==> config.mk <==
export PLATFORM = sky130hd
export DESIGN_NAME = rrl_ctrl
export DESIGN_NICKNAME = d
export VERILOG_FILES = /design/src/hdl/rrl_pkg.sv /design/src/hdl/rrl_ctrl.sv
export SDC_FILE = /design/constraint.sdc
export NUM_CORES = 1
export LEC_CHECK = 0
export BUFFER_PORTS_ARGS = -buffer_cell sky130_fd_sc_hd__clkbuf_2
export CAP_MARGIN = 15
export CORE_AREA = 2 2 39 41
export CTS_CLUSTER_DIAMETER = 80
export DETAILED_ROUTE_END_ITERATION = 10
export DIE_AREA = 0 0 41 43
export GPL_ROUTABILITY_DRIVEN = 0
export PLACE_DENSITY = 0.46
export SYNTH_ARGS = -nofsm -noshare
export SYNTH_HDL_FRONTEND = slang
export SYNTH_SLANG_ARGS = --single-unit
==> constraint.sdc <==
create_clock -name clk -period 1.6 [get_ports clk]
set_input_delay 0.08 -clock clk [delete_from_list [all_inputs] [get_ports clk]]
set_output_delay 0.08 -clock clk [all_outputs]
set_load 0.05 [all_outputs]
==> src/hdl/rrl_pkg.sv <==
// rrl_pkg: shared types and constants of the response rate limiter
// used by rrl_datapath, rrl_ctrl and response_rate_limiter_unit
package rrl_pkg;

  // time base: 64 ticks per second
  localparam int unsigned TICK_SHIFT  = 6;
  localparam logic [31:0] ONE_SEC     = 32'd64;
  localparam int unsigned SCALE_SHIFT = 4;
  localparam logic [16:0] HIT_CEILING = 17'd65535;

  // configuration register indexes
  localparam int unsigned CFG_INDEX_W = 3;
  localparam logic [CFG_INDEX_W-1:0] CFG_RESPONSE_RATE   = 3'd0;
  localparam logic [CFG_INDEX_W-1:0] CFG_ERROR_RATE      = 3'd1;
  localparam logic [CFG_INDEX_W-1:0] CFG_SLIP_PERIOD     = 3'd2;
  localparam logic [CFG_INDEX_W-1:0] CFG_REPORT_ONLY     = 3'd3;
  localparam logic [CFG_INDEX_W-1:0] CFG_LIMITER_ENABLED = 3'd4;

  // reset values of the configuration registers
  localparam logic [15:0] RESPONSE_RATE_RST = 16'd5;
  localparam logic [15:0] ERROR_RATE_RST    = 16'd5;
  localparam logic [15:0] SLIP_PERIOD_RST   = 16'd2;

  typedef enum logic [1:0] {
    VERDICT_PROCEED      = 2'd0,
    VERDICT_DROP         = 2'd1,
    VERDICT_SLIP         = 2'd2,
    VERDICT_PROCEED_DROP = 2'd3
  } verdict_t;

  typedef struct packed {
    logic        mode;
    logic [9:0]  entry_index;
    logic        is_error;
    logic [31:0] now_tick;
    logic        exempt;
    logic        slip_coin;
  } in_item_t;

  typedef struct packed {
    verdict_t verdict;
    logic     truncate;
  } out_item_t;

  // one table slot as stored in the memory
  typedef struct packed {
    logic        valid;
    logic [31:0] window_start;
    logic [31:0] last_seen;
    logic [15:0] hit_count;
    logic [15:0] slip_remain;
  } entry_t;

  // how an item is handled once its slot has been read
  typedef enum logic [1:0] {
    KIND_PASS  = 2'd0,
    KIND_CLEAR = 2'd1,
    KIND_FRESH = 2'd2,
    KIND_KNOWN = 2'd3
  } kind_t;

  typedef enum logic [2:0] {
    ST_SWEEP = 3'd0,
    ST_IDLE  = 3'd1,
    ST_LOAD  = 3'd2,
    ST_DMUL  = 3'd3,
    ST_APPLY = 3'd4,
    ST_SCALE = 3'd5,
    ST_LMUL  = 3'd6,
    ST_DONE  = 3'd7
  } state_t;

  typedef struct packed {
    logic sweep;
    logic load_item;
    logic load_entry;
    logic decay_mul;
    logic decay_apply;
    logic scale;
    logic limit_mul;
    logic finish;
  } cmd_t;

  typedef struct packed {
    logic  sweep_done;
    kind_t kind;
    logic  decay_due;
    logic  out_free;
  } stat_t;

endpackage

==> src/hdl/rrl_ctrl.sv <==
// rrl_ctrl: sequencer of the response rate limiter
// depends on rrl_pkg
module rrl_ctrl (
  input  logic           clk,
  input  logic           rst,
  input  logic           in_valid,
  output logic           in_stall,
  input  rrl_pkg::stat_t stat,
  output rrl_pkg::cmd_t  cmd
);

  rrl_pkg::state_t state;
  rrl_pkg::state_t state_next;

  always_ff @(posedge clk) begin
    if (rst) begin
      state <= rrl_pkg::ST_SWEEP;
    end else begin
      state <= state_next;
    end
  end

  assign in_stall = (state != rrl_pkg::ST_IDLE);

  always_comb begin
    state_next = state;
    cmd        = '0;
    unique case (state)
      rrl_pkg::ST_SWEEP: begin
        cmd.sweep = 1'b1;
        if (stat.sweep_done) begin
          state_next = rrl_pkg::ST_IDLE;
        end
      end
      rrl_pkg::ST_IDLE: begin
        if (in_valid) begin
          cmd.load_item = 1'b1;
          state_next    = rrl_pkg::ST_LOAD;
        end
      end
      rrl_pkg::ST_LOAD: begin
        cmd.load_entry = 1'b1;
        if (stat.kind != rrl_pkg::KIND_KNOWN) begin
          state_next = rrl_pkg::ST_DONE;
        end else if (stat.decay_due) begin
          state_next = rrl_pkg::ST_DMUL;
        end else begin
          state_next = rrl_pkg::ST_SCALE;
        end
      end
      rrl_pkg::ST_DMUL: begin
        cmd.decay_mul = 1'b1;
        state_next    = rrl_pkg::ST_APPLY;
      end
      rrl_pkg::ST_APPLY: begin
        cmd.decay_apply = 1'b1;
        state_next      = rrl_pkg::ST_SCALE;
      end
      rrl_pkg::ST_SCALE: begin
        cmd.scale  = 1'b1;
        state_next = rrl_pkg::ST_LMUL;
      end
      rrl_pkg::ST_LMUL: begin
        cmd.limit_mul = 1'b1;
        state_next    = rrl_pkg::ST_DONE;
      end
      rrl_pkg::ST_DONE: begin
        // hold until the output register can take the result
        if (stat.out_free) begin
          cmd.finish = 1'b1;
          state_next = rrl_pkg::ST_IDLE;
        end
      end
      default: begin
        state_next = rrl_pkg::ST_IDLE;
      end
    endcase
  end

endmodule

==> results by stage, run 1 <==
Detailed routing:
- The routed wire length is 741 um.
- In this run the remaining antenna-violating nets after routing total 0.
- For this run, the detailed router's first-pass iteration total came to 3.
- After detailed routing, the average wire length per cell comes to 10.3 um.
- The per-cell via count in the routed design is 4.57.
- The count of unresolved DRC violations after routing is 0.
- After the first detailed-routing iteration, the DRC count stood at 2.
- The count of vias placed by the detailed router is 329.

Floorplan:
- The die covers 1760 sq um.
- The row count is 14.
- The I/O pin total is 17.
- In this run the standard cell core region covers 1380 sq um.
- The horizontal die dimension is 41 um.
- For this configuration, the core starts out at a cell density of 0.206.
- The die height is 43 um.

Synth:
- The count of mapped cells out of synthesis is 39.
- The cell with the most instances after synthesis is nor2_1.
- When the netlist entered floorplanning its net count stood at 47.
- The count of yosys warnings during synthesis is 0.
- The largest area contributor in the netlist is dfxtp_1.
- The synthesized design contains 3 register bits.
- The fraction of the yosys area taken by sequential cells is 0.211.
- The number of distinct library cell variants in the gate-level netlist after synthesis is 23.
- Ranked by total cell area, the synthesized netlist is headed by dfxtp_1 (21%), nand2b_1 (6.6%), nor3_1 (5.3%).
- In the synthesized netlist the dominant register cell turns out to be dfxtp_1.
- The share of flip-flops with an asynchronous set or reset after synthesis is 0.
- The synthesized netlist occupies a cell area of 285 sq um.
- Yosys mapped a number of flops with a built-in enable equal to 0.
- The mean area per synthesized cell is 7.31 sq um.
- The share of the synthesized area in the top cell type is 0.211.

STA:
- Across all hold checks on the routed design, the worst slack comes to 0.0249 ns.
- The final count of negative-setup-slack endpoints is 0.
- The highest clock rate is 668 MHz.
- The final-report hold violation count was 0.
- After layout, the minimum clock period comes to 1.50 ns.
- Setup repair after global routing left no endpoint under its margin.
- The worst pin sits at a relative slew slack of 0.707.
- At the pin with the least slew margin, the transition time is 0.439 ns.
- The minimum setup slack in the final design is 0.104 ns.
- The total negative slack for setup checks is 0 ns.
- Dividing the final minimum period by the clock period gives 0.935.
- For the final database, setup skew stands at 0.00180 ns.
- The final max-slew violation count was 0.

Setup path:
- The peak fanout along the critical path is 13.
- The worst setup path is launched from a flip-flop.
- The number of cells on the worst reg-to-reg path is 3.
- The data arrival time of the critical path is 1.42 ns.
- The kind of critical path is flip-flop to output port.
- The endpoint identified for the worst register-to-register timing path is state[1].
- The setup check on the worst reg-to-reg path leaves a slack of 0.28 ns.
- The nature of the critical path endpoint is an output port.
- The startpoint of the lowest-slack register-to-register path is state[2].
- STA puts the critical path data required time at 1.52 ns.

Placed design:
- The wire-length estimate of the detail-placed layout is 551 um.
- The worst setup slack before clock tree synthesis is 0.300 ns.
- Input and output buffers added on the ports amount to 16.
- Counting tap cells, the placed design contains a total of 68 instances.

Layout:
- The layout has 168 filler cells.
- The flip-flop count of the largest register, all copies and words added is 3.
- The count of antenna diodes in the layout is 0.
- Once layout is complete, the utilization of the core stands at 0.288.
- The number of standard cells in the layout, taps in and fillers out is 72.
- The register name with the most flops is state.
- The layout overhead on the synthesized area is 39.9%.
- The largest registers in the layout are state (3).
- The fraction of layout cells with a size suffix above 1 is 0.446.
- The count of nets after finishing is 65.

GRT:
- The aggregate global routing overflow is 0.
- For this run, the total global-route usage over all layers was measured as 0.0982.
- The initial antenna violation count is 0.
- The wire length of the first global-routing pass is 1130 um.
- The number of global-route vias before repair was 278.
- Entering global routing, the biggest net connects 16 pins.

Power:
- The total power per unit cell area is 2140 nW/um^2.
- The leakage component of the power is 0.192 nW.
- The worst-case IR drop observed on VDD is 0.744 mV.

Clock network:
- Clock tree synthesis found a total of 3 sinks.
- The number of buffers added to fix hold violations after cts is 0.
- The depth of the CTS H-tree is 1.
- Buffers added to address setup during post-CTS repair amount to 0.
- In this run the clock root is driven by a clkbuf_4.
- TritonCTS built the clock tree.
- The number of buffers added by the clock tree synthesis step is 3.
- The clock latency on the worst-skew pair is 0.23 ns.
- After clock tree synthesis, the repair step resized 0 gates.
- The maximum number of buffers from clock root to sink is 2.
- After clock tree synthesis, the clock-pin slew on the worst setup and hold paths is 0.04 ns.

Run status:
- The flow ran to the end, and the final reports show no timing, DRC or antenna violations.

Worst hold path:
- The worst hold path terminates at state[0].
- The cell count of the worst hold path is 2.
- The worst min-delay path category is primary input to flip-flop.
- The startpoint identified for the worst hold timing path is rst.

Job:
- The max-cap violation count is 0.
-- metal layers --
metal,routed length (um),GRT usage,vias to the layer above,part of all wire
met5,0,0,-,0
met4,12,0.0800,0,0.016
met3,48,0.0157,2,0.065
met2,360,0.144,13,0.49
met1,319,0.118,144,0.43
li1,-,-,170,-
-- worst max path at each step --
stage	cells after the start	endpoint	startpoint	slack, ns
after floorplan	2	cmd[5]	state[1]	-0.21
after global placement	3	state[1]	state[2]	0.29
after detailed placement	3	state[1]	state[2]	0.30
after CTS	4	cmd[6]	state[0]	0.08
after global routing	3	in_stall	state[2]	0.02
final	3	in_stall	state[2]	0.10
-- kinds of logic (layout without fill, tap and decap cells) --
kind of cell / count (synthesis) / count (layout) / share of synthesized area
DFF: 3 / 3 / 0.211
muxes: 1 / 1 / 0.0395
AOI/OAI and AO/OA: 7 / 7 / 0.197
buffers and inverters: 6 / 23 / 0.114
and+or+nand+nor: 22 / 22 / 0.439
-- worst max-delay path, stage by stage (launching register included) --
cell and delay [ns]:
dfxtp_1 0.54, and2b_4 0.26, nand2b_1 0.10, clkbuf_2 0.28
-- stage by stage --
| stage | area (sq um) | power, W |
|---|---|---|
| 2_1_floorplan | 293 | 0.000634 |
| 3_3_place_gp | 372 | 0.000713 |
| 3_5_place_dp | 372 | 0.000716 |
| 4_1_cts | 398 | 0.000857 |
| 5_1_grt | 399 | 0.000912 |
| 6_report | 399 | 0.000852 |
-- cells in the final DEF, fill, tap and decap left out --
cell / count
clkbuf_2: 16
nand2_1: 3
nor2_1: 3
inv_1: 3
nand2b_1: 3
clkbuf_4: 3
nor3b_1: 2
a21oi_1: 2
nor3_1: 2
dfxtp_1: 2
and3_1: 1
and2b_4: 1
and2_1: 1
nor3_2: 1
nor2_2: 1
and4b_1: 1
a221oi_2: 1
o311ai_0: 1
or2_1: 1
mux2_2: 1
o21bai_1: 1
a31oi_1: 1
nand3_1: 1
o311ai_1: 1
or3_1: 1
clkbuf_1: 1
dfxtp_2: 1
-- cell type report --
type / count / area (sq um) / area share
flip-flops and latches: 3 / 61.3 / 0.154
well taps: 16 / 20.0 / 0.0502
inverters: 3 / 11.3 / 0.0282
multi-input cells: 30 / 200 / 0.502
clock buffers: 4 / 26.3 / 0.0658
repair buffers: 16 / 80.1 / 0.201
-- power by group --
part / switching (W) / internal, W
Sequential: 0.0000940 / 0.000108
Combinational: 0.000349 / 0.000167
Clock: 0.0000410 / 0.0000936
(Power assumes the default switching activity.)
==> inputs of run 2 (changes only) <==
--- a/config.mk
+++ b/config.mk
@@ -8,11 +8,13 @@
 export BUFFER_PORTS_ARGS = -buffer_cell sky130_fd_sc_hd__clkbuf_2
 export CAP_MARGIN = 15
 export CORE_AREA = 2 2 39 41
+export CTS_BUF_LIST = sky130_fd_sc_hd__clkbuf_16
 export CTS_CLUSTER_DIAMETER = 80
 export DETAILED_ROUTE_END_ITERATION = 10
 export DIE_AREA = 0 0 41 43
 export GPL_ROUTABILITY_DRIVEN = 0
 export PLACE_DENSITY = 0.46
+export SKIP_LAST_GASP = 1
 export SYNTH_ARGS = -nofsm -noshare
 export SYNTH_HDL_FRONTEND = slang
 export SYNTH_SLANG_ARGS = --single-unit
==> run 2 against run 1 <==
Routed wire length rose by 4.9%. Clock power rose to 2.9 times the previous value. Die area did not move. Critical path depth rose by 1.
==> results by stage, run 2 (synthesis results as in run 1) <==
Detailed routing:
- The starting DRC count in detailed routing is 4 (+2).
- The count of unresolved DRC violations after routing was 0 (unchanged).
- The sum of routed wire segments on met1 is 331 um (+3.8%).
- The routed wire length came to 777 um (+4.9%).
- The per-cell via count in the routed design was 4.56 (-0.30%).
- The met2 routed wirelength is 371 um (+3.1%).
- The remaining antenna violation count after routing is 0 (unchanged).
- The routed wirelength normalized by instance count is 10.8 um (+4.9%).
- The highest metal layer carrying signal wires in the routed design is met4.
- The met3 wire length was 55 um (+15%).
- The number of search-and-repair iterations in the first detailed-routing pass is 3 (unchanged).
- The count of vias placed by the detailed router was 328 (-0.30%).

Floorplan:
- The core area is 1380 sq um (unchanged).
- The die height came to 43 um (unchanged).
- The horizontal die dimension is 41 um (unchanged).
- The starting density of the core was 0.206 (unchanged).
- The I/O pin total is 17 (unchanged).
- The die area is 1760 sq um (unchanged).
- The row count is 14 (unchanged).

STA:
- The worst clock skew was 0.00186 ns (+0.0000604 ns).
- The final max-slew violation count is 0 (unchanged).
- The minimum clock period after layout is 1.49 ns (-0.0105 ns).
- The final worst-path cycle share is 0.929 (-0.00658).
- The final-report hold violation count came to 0 (unchanged).
- The highest clock rate is 673 MHz (+0.71%).
- The worst-case headroom to the max-slew limit is 0.707 (about the same).
- The slew of the pin with the lowest slew margin is 0.438 ns (-0.000376 ns).
- Setup repair after global routing left no endpoint under its margin.
- The final count of negative-setup-slack endpoints is 0 (unchanged).

Layout:
- The fraction of layout cells with a size suffix above 1 came to 0.429 (-0.0179).
- The area of all placed cells without fillers is 450 sq um (+13%).
- The count of nets after finishing is 65 (unchanged).
- The library cells used most frequently in the layout, excluding fill and tap cells, are clkbuf_2 (16), inv_1 (4).
- The register name with the most flops is state.
- The count of antenna diodes in the layout came to 0 (unchanged).
- The flip-flop count of the largest register, all copies and words added came to 3 (unchanged).
- Relative to the synthesized area, the layout overhead comes to 57.9%.
- The number of standard cells in the layout, taps in and fillers out is 72 (unchanged).
- In the final layout, the registers with the most flip-flops are state (3).
- The most common cell after layout, fill and taps aside is clkbuf_2.

Clock network:
- The clock latency on the worst-skew pair was 0.23 ns (about the same).
- TritonCTS built the clock tree.
- The quantity of gates resized following cts is 0 (unchanged).
- The number of buffers inserted to repair setup after CTS was 0 (unchanged).
- The number of buffers added by the clock tree synthesis step is 3 (unchanged).
- CTS placed an instance of clkbuf_16 at the clock tree root.
- The number of buffers added to fix hold violations after cts is 0 (unchanged).
- The total number of clock tree sinks came to 3 (unchanged).
- The clock-pin slew reported for the worst setup and hold paths after clock tree synthesis is 0.03 ns (about the same).
- The depth of the CTS H-tree came to 1 (unchanged).
- The maximum number of buffers from clock root to sink came to 2 (unchanged).

Worst hold path:
- The worst min-delay path category is primary input to flip-flop.
- The cell count of the worst hold path is 2 (unchanged).

GRT:
- The aggregate global routing overflow is 0 (unchanged).
- The initial antenna violation count is 0 (unchanged).
- The wire length of the first global-routing pass is 1190 um (+4.9%).
- The all-layer global routing usage is 0.104 (+0.00601).
- The number of global-route vias before repair was 279 (+0.36%).
- The largest net degree at the start of global routing came to 16 (unchanged).

Run status:
- The flow ran to the end, and the final reports show no timing, DRC or antenna violations.

Placed design:
- The quantity of I/O buffers inserted on ports is 16 (unchanged).
- The instance area at placement is 372 sq um (unchanged).
- The total instance count after detailed placement is 68 (unchanged).
- The placed wire-length estimate came to 551 um (unchanged).

Job:
- The max-cap violation count is 0 (unchanged).

Setup path:
- STA classifies the critical path startpoint as a flip-flop.
- The peak fanout along the critical path was 12 (-1).
- The kind of critical path is flip-flop to output port.
- The worst setup path is captured at an output port.
- The data required time of the critical path is 1.52 ns (about the same).
- The depth of the worst register-to-register path was 3 (unchanged).
- The data arrival time of the critical path came to 1.41 ns (about the same).

Power:
- The leakage component of the power was 0.220 nW (+14%).
- The total power per unit cell area is 2460 nW/um^2 (+15%).
- The maximum vdd drop is 0.903 mV (+21%).
## run 2: cell types whose count changed in the layout (fill, tap and decap cells not counted), sizes merged
cell and change:
clkbuf -1, inv +1
## run 2: routing by layer
layer,global-route usage,vias up
li1,-,171
met1,0.131,141
met2,0.141,14
met3,0.0314,2
met4,0.0800,0
met5,0,-
## run 2: layout make-up
type                            count  area [sq um]
Sequential cell                     3          60.1
Fill cell                         162           933
Multi-Input combinational cell     30           200
Tap cell                           16          20.0
Timing Repair Buffer               16          80.1
Clock buffer                        3          75.1
Inverter                            3          11.3
Clock inverter                      1          3.75
## run 2: worst paths after layout
check,endpoint,from,slack (ns)
max,cmd[6],state[0],0.11
min,state[0],rst,0.05
max reg2reg,state[2],state[2],0.27
min reg2reg,state[1],state[0],0.64
## run 2: worst max-delay path, stage by stage, from the launching register on
cell,delay [ns]
dfxtp_1,0.52
and2b_4,0.23
nand2b_1,0.08
nor2_2,0.08
clkbuf_2,0.27
## run 2: stage by stage
step / TNS [ns] / util / total power, W / hold slack, ns / worst slack, ns
finish: 0 / 0.325 / 0.00111 / 0.0462 / 0.114
floorplan: -0.376 / - / 0.000634 / 0.159 / -0.205
global placement: 0 / 0.269 / 0.000713 / 0.280 / 0.295
CTS: 0 / 0.325 / 0.00112 / 0.0458 / 0.0942
detailed placement: 0 / 0.269 / 0.000716 / 0.277 / 0.300
global route: 0 / 0.325 / 0.00117 / 0.0635 / 0.00789
## run 2: power breakdown
| part | internal [W] | switching (W) | total [W] |
|---|---|---|---|
| combinational | 0.000167 | 0.000350 | 0.000517 |
| sequential | 0.000105 | 0.0000934 | 0.000199 |
| clock | 0.000323 | 0.0000717 | 0.000394 |
==> inputs of run 3 (changes only) <==
--- a/config.mk
+++ b/config.mk
@@ -13,7 +13,6 @@
 export DETAILED_ROUTE_END_ITERATION = 10
 export DIE_AREA = 0 0 41 43
 export GPL_ROUTABILITY_DRIVEN = 0
-export PLACE_DENSITY = 0.46
 export SKIP_LAST_GASP = 1
 export SYNTH_ARGS = -nofsm -noshare
 export SYNTH_HDL_FRONTEND = slang
==> run 3 against run 2 <==
Maximum frequency grew 1.1%. Critical path depth fell by 1. Final cell count did not move. Critical endpoint is now in_stall. Largest cell class unchanged.
==> results by stage, run 3 (synthesis results as in run 1) <==
Run status:
- The run finished with clean final reports.

Layout:
- The layout overhead on the synthesized area is 58.3%.
- The count of nets after finishing came to 65 (unchanged).
- The flip-flop count of the largest register, all copies and words added came to 3 (unchanged).
- Leaving out fill and tap cells, the most frequent cell in the layout is clkbuf_2.
- The count of antenna diodes in the layout was 0 (unchanged).
- The largest registers in the layout are state (3).
- In the layout the commonest cells are clkbuf_2 (16), inv_1 (4).
- The fraction of layout cells with a size suffix above 1 is 0.446 (+0.0179).
- The area of all placed cells without fillers is 452 sq um (+0.28%).
- The post-layout utilization of the core is 0.326 (+0.000904).
- The register name with the most flops is state.

Clock network:
- The clock tree root buffer cell is clkbuf_16.
- The maximum number of buffers from clock root to sink is 2 (unchanged).
- The number of buffers added to fix hold violations after cts is 0 (unchanged).
- The depth of the CTS H-tree is 1 (unchanged).
- The total number of clock tree sinks is 3 (unchanged).
- TritonCTS built the clock tree.
- The number of buffers inserted to repair setup after CTS is 0 (unchanged).
- The clock latency on the worst-skew pair is 0.22 ns (about the same).
- The number of buffers added by the clock tree synthesis step is 3 (unchanged).
- The clock-pin slew reported for the worst setup and hold paths after clock tree synthesis is 0.03 ns (about the same).

STA:
- The final max-slew violation count came to 0 (unchanged).
- The final worst-path cycle share is 0.918 (-0.0105).
- The worst-case headroom to the max-slew limit is 0.722 (+0.0146).
- The minimum setup slack in the final design is 0.131 ns (+0.0169 ns).
- The minimum clock period after layout came to 1.47 ns (-0.0169 ns).
- The highest clock rate is 681 MHz (+1.1%).
- Setup repair after global routing left no endpoint under its margin.
- The worst clock skew was 0.00234 ns (+0.000472 ns).
- The final count of negative-setup-slack endpoints is 0 (unchanged).
- The slew of the pin with the lowest slew margin is 0.416 ns (-0.0219 ns).
- The total negative slack for setup checks is 0 ns (unchanged).
- The final-report hold violation count is 0 (unchanged).

GRT:
- The largest net degree at the start of global routing is 16 (unchanged).
- The wire length of the first global-routing pass is 1120 um (-5.8%).
- The aggregate global routing overflow is 0 (unchanged).
- The initial antenna violation count is 0 (unchanged).
- The all-layer global routing usage was 0.0922 (-0.0120).
- The number of global-route vias before repair is 304 (+9.0%).

Floorplan:
- The starting density of the core is 0.206 (unchanged).
- The die height is 43 um (unchanged).
- The die area is 1760 sq um (unchanged).
- The row count is 14 (unchanged).
- The horizontal die dimension is 41 um (unchanged).
- The I/O pin total came to 17 (unchanged).
- The core area is 1380 sq um (unchanged).

Setup path:
- The nature of the critical path endpoint is an output port.
- The worst setup path is launched from a flip-flop.
- The data arrival time of the critical path is 1.39 ns (-0.02 ns).
- The worst stage delay on the critical path is 0.53 ns (about the same).
- The peak fanout along the critical path was 13 (+1).
- The data required time of the critical path was 1.52 ns (about the same).
- On the critical path, the stage with the largest delay is an instance of dfxtp_1.
- The critical path in this run is classified as flip-flop to output port.
- Traced cell by cell, the critical path runs through and2b_4 -> nand2b_1 -> clkbuf_2.

Worst hold path:
- In this run the worst hold path is classified as primary input to flip-flop.

Placed design:
- The instance area at placement is 372 sq um (unchanged).
- The quantity of I/O buffers inserted on ports is 16 (unchanged).
- The worst setup slack before clock tree synthesis came to 0.325 ns (+0.0252 ns).
- The placed wire-length estimate is 553 um (+0.38%).

Power:
- The total power per unit cell area is 2450 nW/um^2 (-0.63%).
- The maximum vdd drop came to 0.608 mV (-33%).
- The leakage component of the power is 0.220 nW (about the same).

Detailed routing:
- The number of search-and-repair iterations in the first detailed-routing pass is 4 (+1).
- The count of unresolved DRC violations after routing is 0 (unchanged).
- The routed wire length came to 725 um (-6.7%).
- The starting DRC count in detailed routing is 4 (unchanged).
- The per-cell via count in the routed design came to 4.43 (-2.7%).
- The routed wirelength normalized by instance count is 10.1 um (-6.7%).
- The remaining antenna violation count after routing is 0 (unchanged).
- The count of vias placed by the detailed router is 319 (-2.7%).

Job:
- The max-cap violation count is 0 (unchanged).
[run 3: cell types whose count changed in the layout (fill, tap and decap cells not counted)]
cell	previous run	this run
dfxtp_2	0	1
dfxtp_1	3	2
[run 3: routing by layer]
metal  GRT usage  wire length (um)  part of all wire
met4      0.0600                 0                 0
met2       0.138               335              0.46
met3      0.0157                59             0.081
met1       0.115               331              0.46
met5           0                 0                 0
[run 3: layout make-up]
type / instances / area [sq um]
Timing Repair Buffer: 16 / 80.1
Tap cell: 16 / 20.0
Fill cell: 154 / 932
Sequential cell: 3 / 61.3
Clock inverter: 1 / 3.75
Clock buffer: 3 / 75.1
Inverter: 3 / 11.3
Multi-Input combinational cell: 30 / 200
[run 3: path summary, 6_finish.rpt]
check	depth (start not counted)	slack [ns]	end	start
min	2	0.04	state[0]	rst
min reg2reg	2	0.59	state[1]	state[0]
max reg2reg	3	0.32	state[1]	state[2]
max	3	0.13	in_stall	state[2]
[run 3: metrics by stage]
step / power, W / hold WS [ns] / cells
2_1_floorplan: 0.000634 / 0.159 / 39
3_3_place_gp: 0.000711 / 0.273 / 68
3_5_place_dp: 0.000714 / 0.271 / 68
4_1_cts: 0.00111 / 0.0425 / 72
5_1_grt: 0.00117 / 0.0500 / 72
6_report: 0.00111 / 0.0384 / 72
[run 3: worst max-delay path, delay by kind of cell, from the launching register on]
| family | cells | cell delay (ns) |
|---|---|---|
| flops | 1 | 0.53 |
| simple gates | 2 | 0.36 |
| buf+inv | 1 | 0.28 |
[run 3: repair_timing]
action,4_1_cts,5_1_grt
endpoints found under the hold margin,0,0
gates resized for setup,0,1
setup endpoints to repair,0,1
[run 3: power breakdown]
part / total, W / leakage, nW / switching [W] / internal, W
logic: 0.000517 / 0.152 / 0.000350 / 0.000167
registers: 0.000199 / 0.0251 / 0.0000915 / 0.000108
clock network: 0.000390 / 0.0423 / 0.0000674 / 0.000322
total: 0.00111 / 0.220 / 0.000509 / 0.000597
